## src/hdl/lfr_pkg.sv

```systemverilog
package lfr_pkg;

  localparam int unsigned FRAME_LEN = 12;
  localparam int unsigned IDX_W     = 4;
  localparam int unsigned BYTE_W    = 8;

  localparam logic [7:0] CH_A     = 8'h61;
  localparam logic [7:0] CH_CR    = 8'h0D;
  localparam logic [7:0] CH_LF    = 8'h0A;
  localparam logic [7:0] CH_DASH  = 8'h2D;
  localparam logic [7:0] CH_HASH  = 8'h23;
  localparam logic [7:0] CH_AT    = 8'h40;
  localparam logic [7:0] CH_QUEST = 8'h3F;
  localparam logic [7:0] CH_BSL   = 8'h5C;
  localparam logic [7:0] CH_STAR  = 8'h2A;
  localparam logic [7:0] CH_UA    = 8'h41;
  localparam logic [7:0] CH_UZ    = 8'h5A;

  localparam logic [7:0] ID_RESET = CH_DASH;

  localparam logic [IDX_W-1:0] LAST_IDX   = IDX_W'(FRAME_LEN - 1);
  localparam logic [IDX_W-1:0] FRAME_END  = IDX_W'(FRAME_LEN);
  localparam logic [IDX_W-1:0] PAY_FIRST  = 4'd3;
  localparam logic [IDX_W-1:0] NEWID_IDX  = 4'd10;
  localparam logic [IDX_W-1:0] REPLY_LAST = 4'd13;

  localparam logic KIND_APP = 1'b0;
  localparam logic KIND_TX  = 1'b1;

  typedef enum logic [4:0] {
    S_IDLE  = 5'b00001,
    S_CHECK = 5'b00010,
    S_PRD   = 5'b00100,
    S_PLD   = 5'b01000,
    S_REPLY = 5'b10000
  } state_t;

  typedef struct packed {
    logic       store_id;
    logic       kind;
    logic       last;
    logic [7:0] id_second;
    logic [7:0] id_first;
    logic [7:0] data;
  } result_t;

  function automatic logic id_char_ok(input logic [7:0] c);
    logic ok;
    ok = ((c >= CH_UA) && (c <= CH_UZ)) || (c == CH_DASH) || (c == CH_HASH) ||
         (c == CH_AT) || (c == CH_QUEST) || (c == CH_BSL) || (c == CH_STAR);
    return ok;
  endfunction

  // letters of the change-id command
  function automatic logic [7:0] cmd_char(input logic [2:0] i);
    logic [7:0] c;
    unique case (i)
      3'd0:    c = 8'h43;
      3'd1:    c = 8'h48;
      3'd2:    c = 8'h44;
      3'd3:    c = 8'h45;
      3'd4:    c = 8'h56;
      3'd5:    c = 8'h49;
      3'd6:    c = 8'h44;
      default: c = 8'h00;
    endcase
    return c;
  endfunction

  function automatic logic [7:0] reply_byte(input logic [IDX_W-1:0] k,
                                            input logic [7:0] id1,
                                            input logic [7:0] id2);
    logic [7:0]       c;
    logic [IDX_W-1:0] ci;
    ci = k - PAY_FIRST;
    unique case (k)
      4'd0:             c = CH_A;
      4'd1, 4'd10:      c = id1;
      4'd2, 4'd11:      c = id2;
      4'd3, 4'd4, 4'd5, 4'd6,
      4'd7, 4'd8, 4'd9: c = cmd_char(ci[2:0]);
      4'd12:            c = CH_CR;
      4'd13:            c = CH_LF;
      default:          c = 8'h00;
    endcase
    return c;
  endfunction

endpackage

```

## src/hdl/lfr_ram.sv

```systemverilog
module lfr_ram #(
  parameter int unsigned WIDTH = 8,
  parameter int unsigned DEPTH = 12
) (
  input  logic                     clk,
  input  logic                     we,
  input  logic [$clog2(DEPTH)-1:0] waddr,
  input  logic [WIDTH-1:0]         wdata,
  input  logic                     re,
  input  logic [$clog2(DEPTH)-1:0] raddr,
  output logic [WIDTH-1:0]         rdata
);

  logic [WIDTH-1:0] mem [DEPTH];
  logic [WIDTH-1:0] rdata_r;

  always_ff @(posedge clk) begin
    if (we) begin
      mem[waddr] <= wdata;
    end
    if (re) begin
      rdata_r <= mem[raddr];
    end
  end

  assign rdata = rdata_r;

endmodule

```

## src/hdl/lfr_out_stage.sv

```systemverilog
module lfr_out_stage (
  input  logic              clk,
  input  logic              rst_n,
  input  logic              load,
  input  lfr_pkg::result_t  din,
  output logic              free,
  output logic              tvalid,
  input  logic              tready,
  output lfr_pkg::result_t  dout
);

  logic             valid_r;
  logic             valid_nxt;
  lfr_pkg::result_t data_r;

  assign free = !valid_r || tready;

  always_comb begin
    valid_nxt = valid_r;
    if (load) begin
      valid_nxt = 1'b1;
    end else if (tready) begin
      valid_nxt = 1'b0;
    end
  end

  always_ff @(posedge clk) begin
    if (!rst_n) begin
      valid_r <= 1'b0;
    end else begin
      valid_r <= valid_nxt;
    end
  end

  always_ff @(posedge clk) begin
    if (load) begin
      data_r <= din;
    end
  end

  assign tvalid = valid_r;
  assign dout   = data_r;

endmodule

```

## src/hdl/llap_frame_receiver_unit.sv

```systemverilog
// Receives serial characters one transaction at a time and keeps the current
// frame in a 12-byte RAM. An ordinary character is written when accepted. A CR
// or LF closes the frame: the block then reads the 12 stored bytes through the
// single RAM read port to check header and command, and after that emits
// either nine payload bytes (RAM read, then load into the output register)
// or the 14-byte change-id reply (loaded straight into the output register),
// both waiting while the output stage is not free. in_tready is low from the
// frame end until the last result is loaded or the frame is rejected. Bytes
// past the twelfth are dropped; the stored bytes are not cleared between frames.
module llap_frame_receiver_unit (
  input  logic        clk,
  input  logic        rst_n,
  input  logic        in_tvalid,
  output logic        in_tready,
  input  logic [7:0]  in_tdata,   // [7:0] rx_byte
  output logic        out_tvalid,
  input  logic        out_tready,
  output logic [23:0] out_tdata,  // [7:0] out_byte, [15:8] cur_id_first, [23:16] cur_id_second
  output logic [1:0]  out_tuser,  // [0] out_kind, [1] store_id
  output logic        out_tlast
);

  localparam int unsigned IW = lfr_pkg::IDX_W;

  lfr_pkg::state_t state_r, state_nxt;

  logic [IW-1:0]  fill_r, fill_nxt;
  logic [IW-1:0]  cnt_r, cnt_nxt;
  logic [lfr_pkg::FRAME_LEN-1:0] vld_r, vld_nxt;
  logic [7:0]     id1_r, id1_nxt;
  logic [7:0]     id2_r, id2_nxt;
  logic [7:0]     nid1_r, nid1_nxt;
  logic           hdr_r, hdr_nxt;
  logic           cmd_r, cmd_nxt;
  logic           mvld_r, mvld_nxt;

  logic           ram_we;
  logic           ram_re;
  logic [7:0]     ram_q;
  logic [7:0]     rd_byte;
  logic [IW-1:0]  b_idx;
  logic [IW-1:0]  c_idx;
  logic           in_acc;
  logic           is_end;

  logic             out_load;
  logic             out_free;
  lfr_pkg::result_t out_din;
  lfr_pkg::result_t out_dout;

  assign in_tready = (state_r == lfr_pkg::S_IDLE);
  assign in_acc    = in_tvalid && in_tready;
  assign is_end    = (in_tdata == lfr_pkg::CH_CR) || (in_tdata == lfr_pkg::CH_LF);
  assign ram_we    = in_acc && !is_end && (fill_r < lfr_pkg::FRAME_END);

  // never-written entries read as zero
  assign rd_byte = mvld_r ? ram_q : 8'h00;
  assign b_idx   = cnt_r - 4'd1;
  assign c_idx   = b_idx - lfr_pkg::PAY_FIRST;

  always_comb begin
    state_nxt = state_r;
    fill_nxt  = fill_r;
    cnt_nxt   = cnt_r;
    vld_nxt   = vld_r;
    id1_nxt   = id1_r;
    id2_nxt   = id2_r;
    nid1_nxt  = nid1_r;
    hdr_nxt   = hdr_r;
    cmd_nxt   = cmd_r;
    mvld_nxt  = mvld_r;
    ram_re    = 1'b0;
    out_load  = 1'b0;
    out_din   = '0;

    unique case (state_r)
      lfr_pkg::S_IDLE: begin
        if (in_acc) begin
          if (is_end) begin
            fill_nxt  = '0;
            cnt_nxt   = '0;
            state_nxt = lfr_pkg::S_CHECK;
          end else if (ram_we) begin
            vld_nxt[fill_r] = 1'b1;
            fill_nxt        = fill_r + 4'd1;
          end
        end
      end

      lfr_pkg::S_CHECK: begin
        if (cnt_r < lfr_pkg::FRAME_END) begin
          ram_re   = 1'b1;
          mvld_nxt = vld_r[cnt_r];
        end
        cnt_nxt = cnt_r + 4'd1;
        if (cnt_r != '0) begin
          priority if (b_idx == '0) begin
            hdr_nxt = (rd_byte == lfr_pkg::CH_A);
            cmd_nxt = 1'b1;
          end else if (b_idx == 4'd1) begin
            hdr_nxt = hdr_r && (rd_byte == id1_r);
          end else if (b_idx == 4'd2) begin
            hdr_nxt = hdr_r && (rd_byte == id2_r);
          end else if (b_idx < lfr_pkg::NEWID_IDX) begin
            cmd_nxt = cmd_r && (rd_byte == lfr_pkg::cmd_char(c_idx[2:0]));
          end else if (b_idx == lfr_pkg::NEWID_IDX) begin
            nid1_nxt = rd_byte;
          end else begin
            // last stored byte: decide what the frame was
            priority if (!hdr_r) begin
              state_nxt = lfr_pkg::S_IDLE;
            end else if (cmd_r) begin
              if (lfr_pkg::id_char_ok(nid1_r) && lfr_pkg::id_char_ok(rd_byte)) begin
                id1_nxt   = nid1_r;
                id2_nxt   = rd_byte;
                cnt_nxt   = '0;
                state_nxt = lfr_pkg::S_REPLY;
              end else begin
                state_nxt = lfr_pkg::S_IDLE;
              end
            end else begin
              cnt_nxt   = lfr_pkg::PAY_FIRST;
              state_nxt = lfr_pkg::S_PRD;
            end
          end
        end
      end

      lfr_pkg::S_PRD: begin
        ram_re    = 1'b1;
        mvld_nxt  = vld_r[cnt_r];
        state_nxt = lfr_pkg::S_PLD;
      end

      lfr_pkg::S_PLD: begin
        if (out_free) begin
          out_load          = 1'b1;
          out_din.data      = rd_byte;
          out_din.kind      = lfr_pkg::KIND_APP;
          out_din.store_id  = 1'b0;
          out_din.last      = (cnt_r == lfr_pkg::LAST_IDX);
          out_din.id_first  = id1_r;
          out_din.id_second = id2_r;
          if (cnt_r == lfr_pkg::LAST_IDX) begin
            state_nxt = lfr_pkg::S_IDLE;
          end else begin
            cnt_nxt   = cnt_r + 4'd1;
            state_nxt = lfr_pkg::S_PRD;
          end
        end
      end

      lfr_pkg::S_REPLY: begin
        if (out_free) begin
          out_load          = 1'b1;
          out_din.data      = lfr_pkg::reply_byte(cnt_r, id1_r, id2_r);
          out_din.kind      = lfr_pkg::KIND_TX;
          out_din.store_id  = 1'b1;
          out_din.last      = (cnt_r == lfr_pkg::REPLY_LAST);
          out_din.id_first  = id1_r;
          out_din.id_second = id2_r;
          if (cnt_r == lfr_pkg::REPLY_LAST) begin
            state_nxt = lfr_pkg::S_IDLE;
          end else begin
            cnt_nxt = cnt_r + 4'd1;
          end
        end
      end

      default: begin
        state_nxt = lfr_pkg::S_IDLE;
      end
    endcase
  end

  always_ff @(posedge clk) begin
    if (!rst_n) begin
      state_r <= lfr_pkg::S_IDLE;
      fill_r  <= '0;
      cnt_r   <= '0;
      vld_r   <= '0;
      id1_r   <= lfr_pkg::ID_RESET;
      id2_r   <= lfr_pkg::ID_RESET;
      hdr_r   <= 1'b0;
      cmd_r   <= 1'b0;
      mvld_r  <= 1'b0;
    end else begin
      state_r <= state_nxt;
      fill_r  <= fill_nxt;
      cnt_r   <= cnt_nxt;
      vld_r   <= vld_nxt;
      id1_r   <= id1_nxt;
      id2_r   <= id2_nxt;
      hdr_r   <= hdr_nxt;
      cmd_r   <= cmd_nxt;
      mvld_r  <= mvld_nxt;
    end
  end

  always_ff @(posedge clk) begin
    nid1_r <= nid1_nxt;
  end

  lfr_ram #(
    .WIDTH(lfr_pkg::BYTE_W),
    .DEPTH(lfr_pkg::FRAME_LEN)
  ) u_frame_ram (
    .clk   (clk),
    .we    (ram_we),
    .waddr (fill_r),
    .wdata (in_tdata),
    .re    (ram_re),
    .raddr (cnt_r),
    .rdata (ram_q)
  );

  lfr_out_stage u_out (
    .clk    (clk),
    .rst_n  (rst_n),
    .load   (out_load),
    .din    (out_din),
    .free   (out_free),
    .tvalid (out_tvalid),
    .tready (out_tready),
    .dout   (out_dout)
  );

  assign out_tdata = {out_dout.id_second, out_dout.id_first, out_dout.data};
  assign out_tuser = {out_dout.store_id, out_dout.kind};
  assign out_tlast = out_dout.last;

`ifndef SYNTHESIS
  a_fill_range: assert property (@(posedge clk) disable iff (!rst_n)
    fill_r <= lfr_pkg::FRAME_END)
    else $error("fill index beyond frame length");

  a_write_idle: assert property (@(posedge clk) disable iff (!rst_n)
    ram_we |-> (state_r == lfr_pkg::S_IDLE))
    else $error("frame ram written outside idle");

  a_store_tx: assert property (@(posedge clk) disable iff (!rst_n)
    (out_tvalid && out_tuser[1]) |-> out_tuser[0])
    else $error("id store flag on a payload transaction");

  // a stalled payload load waits in place after its read
  a_pld_after_read: assert property (@(posedge clk) disable iff (!rst_n)
    (state_r == lfr_pkg::S_PLD) |->
      ($past(state_r == lfr_pkg::S_PRD) || $past(state_r == lfr_pkg::S_PLD)))
    else $error("payload load without a preceding ram read");
`endif

endmodule

```

## config.mk

```make
export PLATFORM = sky130hd
export DESIGN_NAME = llap_frame_receiver_unit
export DESIGN_NICKNAME = d
export VERILOG_FILES = /design/src/hdl/lfr_pkg.sv /design/src/hdl/lfr_ram.sv /design/src/hdl/lfr_out_stage.sv /design/src/hdl/llap_frame_receiver_unit.sv
export SDC_FILE = /design/constraint.sdc
export NUM_CORES = 1
export LEC_CHECK = 0
export BUFFER_PORTS_ARGS = -buffer_cell sky130_fd_sc_hd__buf_2
export CORE_UTILIZATION = 61
export DETAILED_ROUTE_END_ITERATION = 7
export PLACE_DENSITY = 0.79
export SYNTH_ARGS = -nofsm -noshare
export SYNTH_HDL_FRONTEND = slang
export SYNTH_HIERARCHICAL = 1
export SYNTH_SLANG_ARGS = --single-unit
```

## constraint.sdc

```tcl
create_clock -name clk -period 3.95 [get_ports clk]
set_input_delay 0.79 -clock clk [delete_from_list [all_inputs] [get_ports clk]]
set_output_delay 0.79 -clock clk [all_outputs]
set_load 0.01 [all_outputs]
```

==> impl_metrics.json <==
{
  "status": "completed",
  "fp.dieArea_um2": 14580,
  "synth_edf_count": 139,
  "antennaDiodeCount": 0,
  "grt_max_degree": 47,
  "post_cts_buffers": 0,
  "power.density_nw_per_um2": 496.7,
  "synth_seq_cells": 184,
  "placed_cell_area_um2": 8930,
  "grt_pass1_wl_um": 30320,
  "ios": 41,
  "cts_sinks": 184,
  "hold_viol_final": 0,
  "start_util": 0.6219,
  "hold_class": "reg -> reg",
  "yosys_warnings": 6,
  "use_met3": 0.05613,
  "period_share": 0.8179,
  "fillers": 936,
  "synthArstFlopShare": 0,
  "path_max_fanout": 9,
  "yosysSeqAreaShare": 0.5901,
  "max_freq_ghz": 0.3095,
  "gp_congestion": 0.9282,
  "cts_max_path_buffers": 2,
  "cp_top_family": "simple AND/OR/NAND/NOR gates",
  "vias_per_cell": 6.561,
  "ant_nets": 0,
  "track_usage": 0.2758,
  "syn_to_final_growth_pct": 10.87,
  "post-route-min-period_ns": 3.231,
  "syn_area_um2": 8599,
  "final_common_cell": "edfxtp_1",
  "drt_iter0_drc": 599,
  "synth_fp_nets": 709,
  "setup_viol": 0,
  "root_buffer": "clkbuf_16",
  "hpwl_um": 12790,
  "worst_pin_slew_ns": 1.151,
  "slowest_delay_ns": 0.54,
  "slew_viol_final": 0,
  "fp.dieW_um": 120.7,
  "cts.htree.levels": 4,
  "slowest_stage": "nor2_1",
  "drive_above_1_share": 0.1610,
  "cp-start-kind": "register",
  "ctsHoldBuffers": 0,
  "cts.clk_slew.worst_paths_ns": 0.07,
  "vdd_ir_drop_max_uv": 338.7,
  "area.sequential_um2": 5076,
  "nNetsFinal": 747,
  "firstDrtPassIters": 7,
  "grt_util_met2": 0.4368,
  "leakagePower_nw": 3.308,
  "use_met1": 0.3758,
  "crit_type": "reg -> reg",
  "path_cells": "nor3_1, and4b_1, nand2_1, a21oi_1, or3b_2, nor2_1",
  "fin_tns_setup_ns": 0,
  "num_vias": 5990,
  "grt_antenna_before_repair": 0,
  "grt_pass1_vias": 5626,
  "clk_latency_ns": 0.44,
  "fp-row-count": 43,
  "max-cap-violations": 0,
  "avgSynthCellArea_um2": 12.61,
  "grt_remaining_overflow": 0,
  "dieHeight_um": 120.7,
  "end_kind": "register",
  "drc": 0,
  "cp.arrival_ns": 3.30,
  "cts_tree": "built",
  "routed_wirelength_um": 18980,
  "busiest_layer": "met2",
  "io_buffer_count": 40,
  "cts_resized": 0,
  "stdcell_area_um2": 9534,
  "synthCells": 682,
  "multi_input_area_um2": 3222,
  "ys_types": 79,
  "wl_per_cell_um": 20.79,
  "rsz0062_at_grt": "false",
  "final_cell_mix": "edfxtp_1, nor2_1, dfxtp_1, nand2_1, buf_2",
  "cts_buffers": 17,
  "required_ns": 4.02,
  "clock_skew_ns": 0.01207,
  "relSlewSlack": 0.2329,
  "core_um2": 13830,
  "synth_ff_type": "edfxtp_1",
  "worstPathBufferInverterCount": 0
}
[stage by stage]
| step | setup WS (ns) | util | cells | hold slack [ns] | total power [mW] |
|---|---|---|---|---|---|
| floorplan | 0.8324 | - | 682 | 0.4315 | 2.894 |
| global placement | 0.5918 | 0.6458 | 881 | 0.4421 | 3.049 |
| detailed placement | 0.4353 | 0.6458 | 881 | 0.4578 | 3.084 |
| CTS | 0.7834 | 0.6895 | 913 | 0.4792 | 4.735 |
| global route | 0.5775 | 0.6895 | 913 | 0.5044 | 4.905 |
| finish | 0.7195 | 0.6895 | 913 | 0.4777 | 4.736 |
[cell families after synthesis]
kind of cell | share of synthesized area
flops | 0.5901
fa+ha+maj | 0.02299
simple gates | 0.1293
mux | 0.09064
xor+xnor | 0.008148
compound gates | 0.1232
buf+inv | 0.03550
[synthesized netlist by cell type, drive strengths merged, types with 9 or more instances]
| master | number | area [um^2] |
|---|---|---|
| edfxtp | 139 | 4174 |
| inv | 31 | 116.4 |
| mux2i | 31 | 310.3 |
| o221ai | 11 | 102.6 |
| nand3 | 9 | 45.04 |
| buf | 17 | 128.9 |
| nor3 | 18 | 101.4 |
| o21ai | 18 | 90.09 |
| nor2 | 58 | 217.7 |
| a21oi | 38 | 190.2 |
| nand2b | 12 | 82.58 |
| a22oi | 15 | 112.6 |
| nand2 | 42 | 157.7 |
| ha | 15 | 187.7 |
| and2 | 17 | 106.4 |
| clkbuf | 16 | 60.06 |
| o22ai | 12 | 75.07 |
| dfxtp | 45 | 900.9 |
| mux4 | 19 | 435.4 |
[final cells by class]
cell class / instances / share of cell area
well taps: 180 / 0.02362
flip-flops and latches: 184 / 0.5324
clock buffers: 17 / 0.04462
multi-input cells: 434 / 0.3379
inverters: 31 / 0.01220
repair buffers: 52 / 0.03045
clock inverters: 15 / 0.01877
[per-layer routing]
layer  part of all wire  vias to the layer above  wire length (um)
met5                  0                        -                 0
met4              0.025                        0               467
met3              0.074                       63              1400
met2               0.48                      308              9103
met1               0.42                     2919              8009
li1                   -                     2700                 -
[sequential cells by signal, summed over array words and instances (netlist names)]
name / count
u_out/tvalid: 1
nid1_r: 8
mvld_r: 1
state_r: 5
cnt_r: 4
hdr_r: 1
vld_r: 12
fill_r: 4
cmd_r: 1
u_out/dout: 27
u_frame_ram/mem: 96
id1_r: 8
u_frame_ram/rdata: 8
id2_r: 8
[power breakdown]
| part | switching [mW] | leakage (nW) | internal [mW] | total [mW] |
|---|---|---|---|---|
| Sequential | 0.0336 | 1.59 | 2.13 | 2.17 |
| Combinational | 0.534 | 1.43 | 0.366 | 0.900 |
| Clock | 0.814 | 0.292 | 0.856 | 1.67 |
[worst reg2reg max path: cells and delay by family, from the launching register on]
kind	cells	cell delay, ns
and+or+nand+nor	5	2.09
AOI/OAI and AO/OA	1	0.36
DFF	1	0.41
[worst paths after layout]
check / start / to / slack, ns / depth (start not counted)
hold / removal: vld_r[10] / vld_r[10] / 0.48 / 2
setup / recovery: state_r[4] / u_frame_ram/mem[1][1] / 0.72 / 6
hold reg to reg: vld_r[10] / vld_r[10] / 0.48 / 2
setup reg to reg: state_r[4] / u_frame_ram/mem[1][1] / 0.72 / 6
Note: power is estimated with default switching activity, not from simulation.
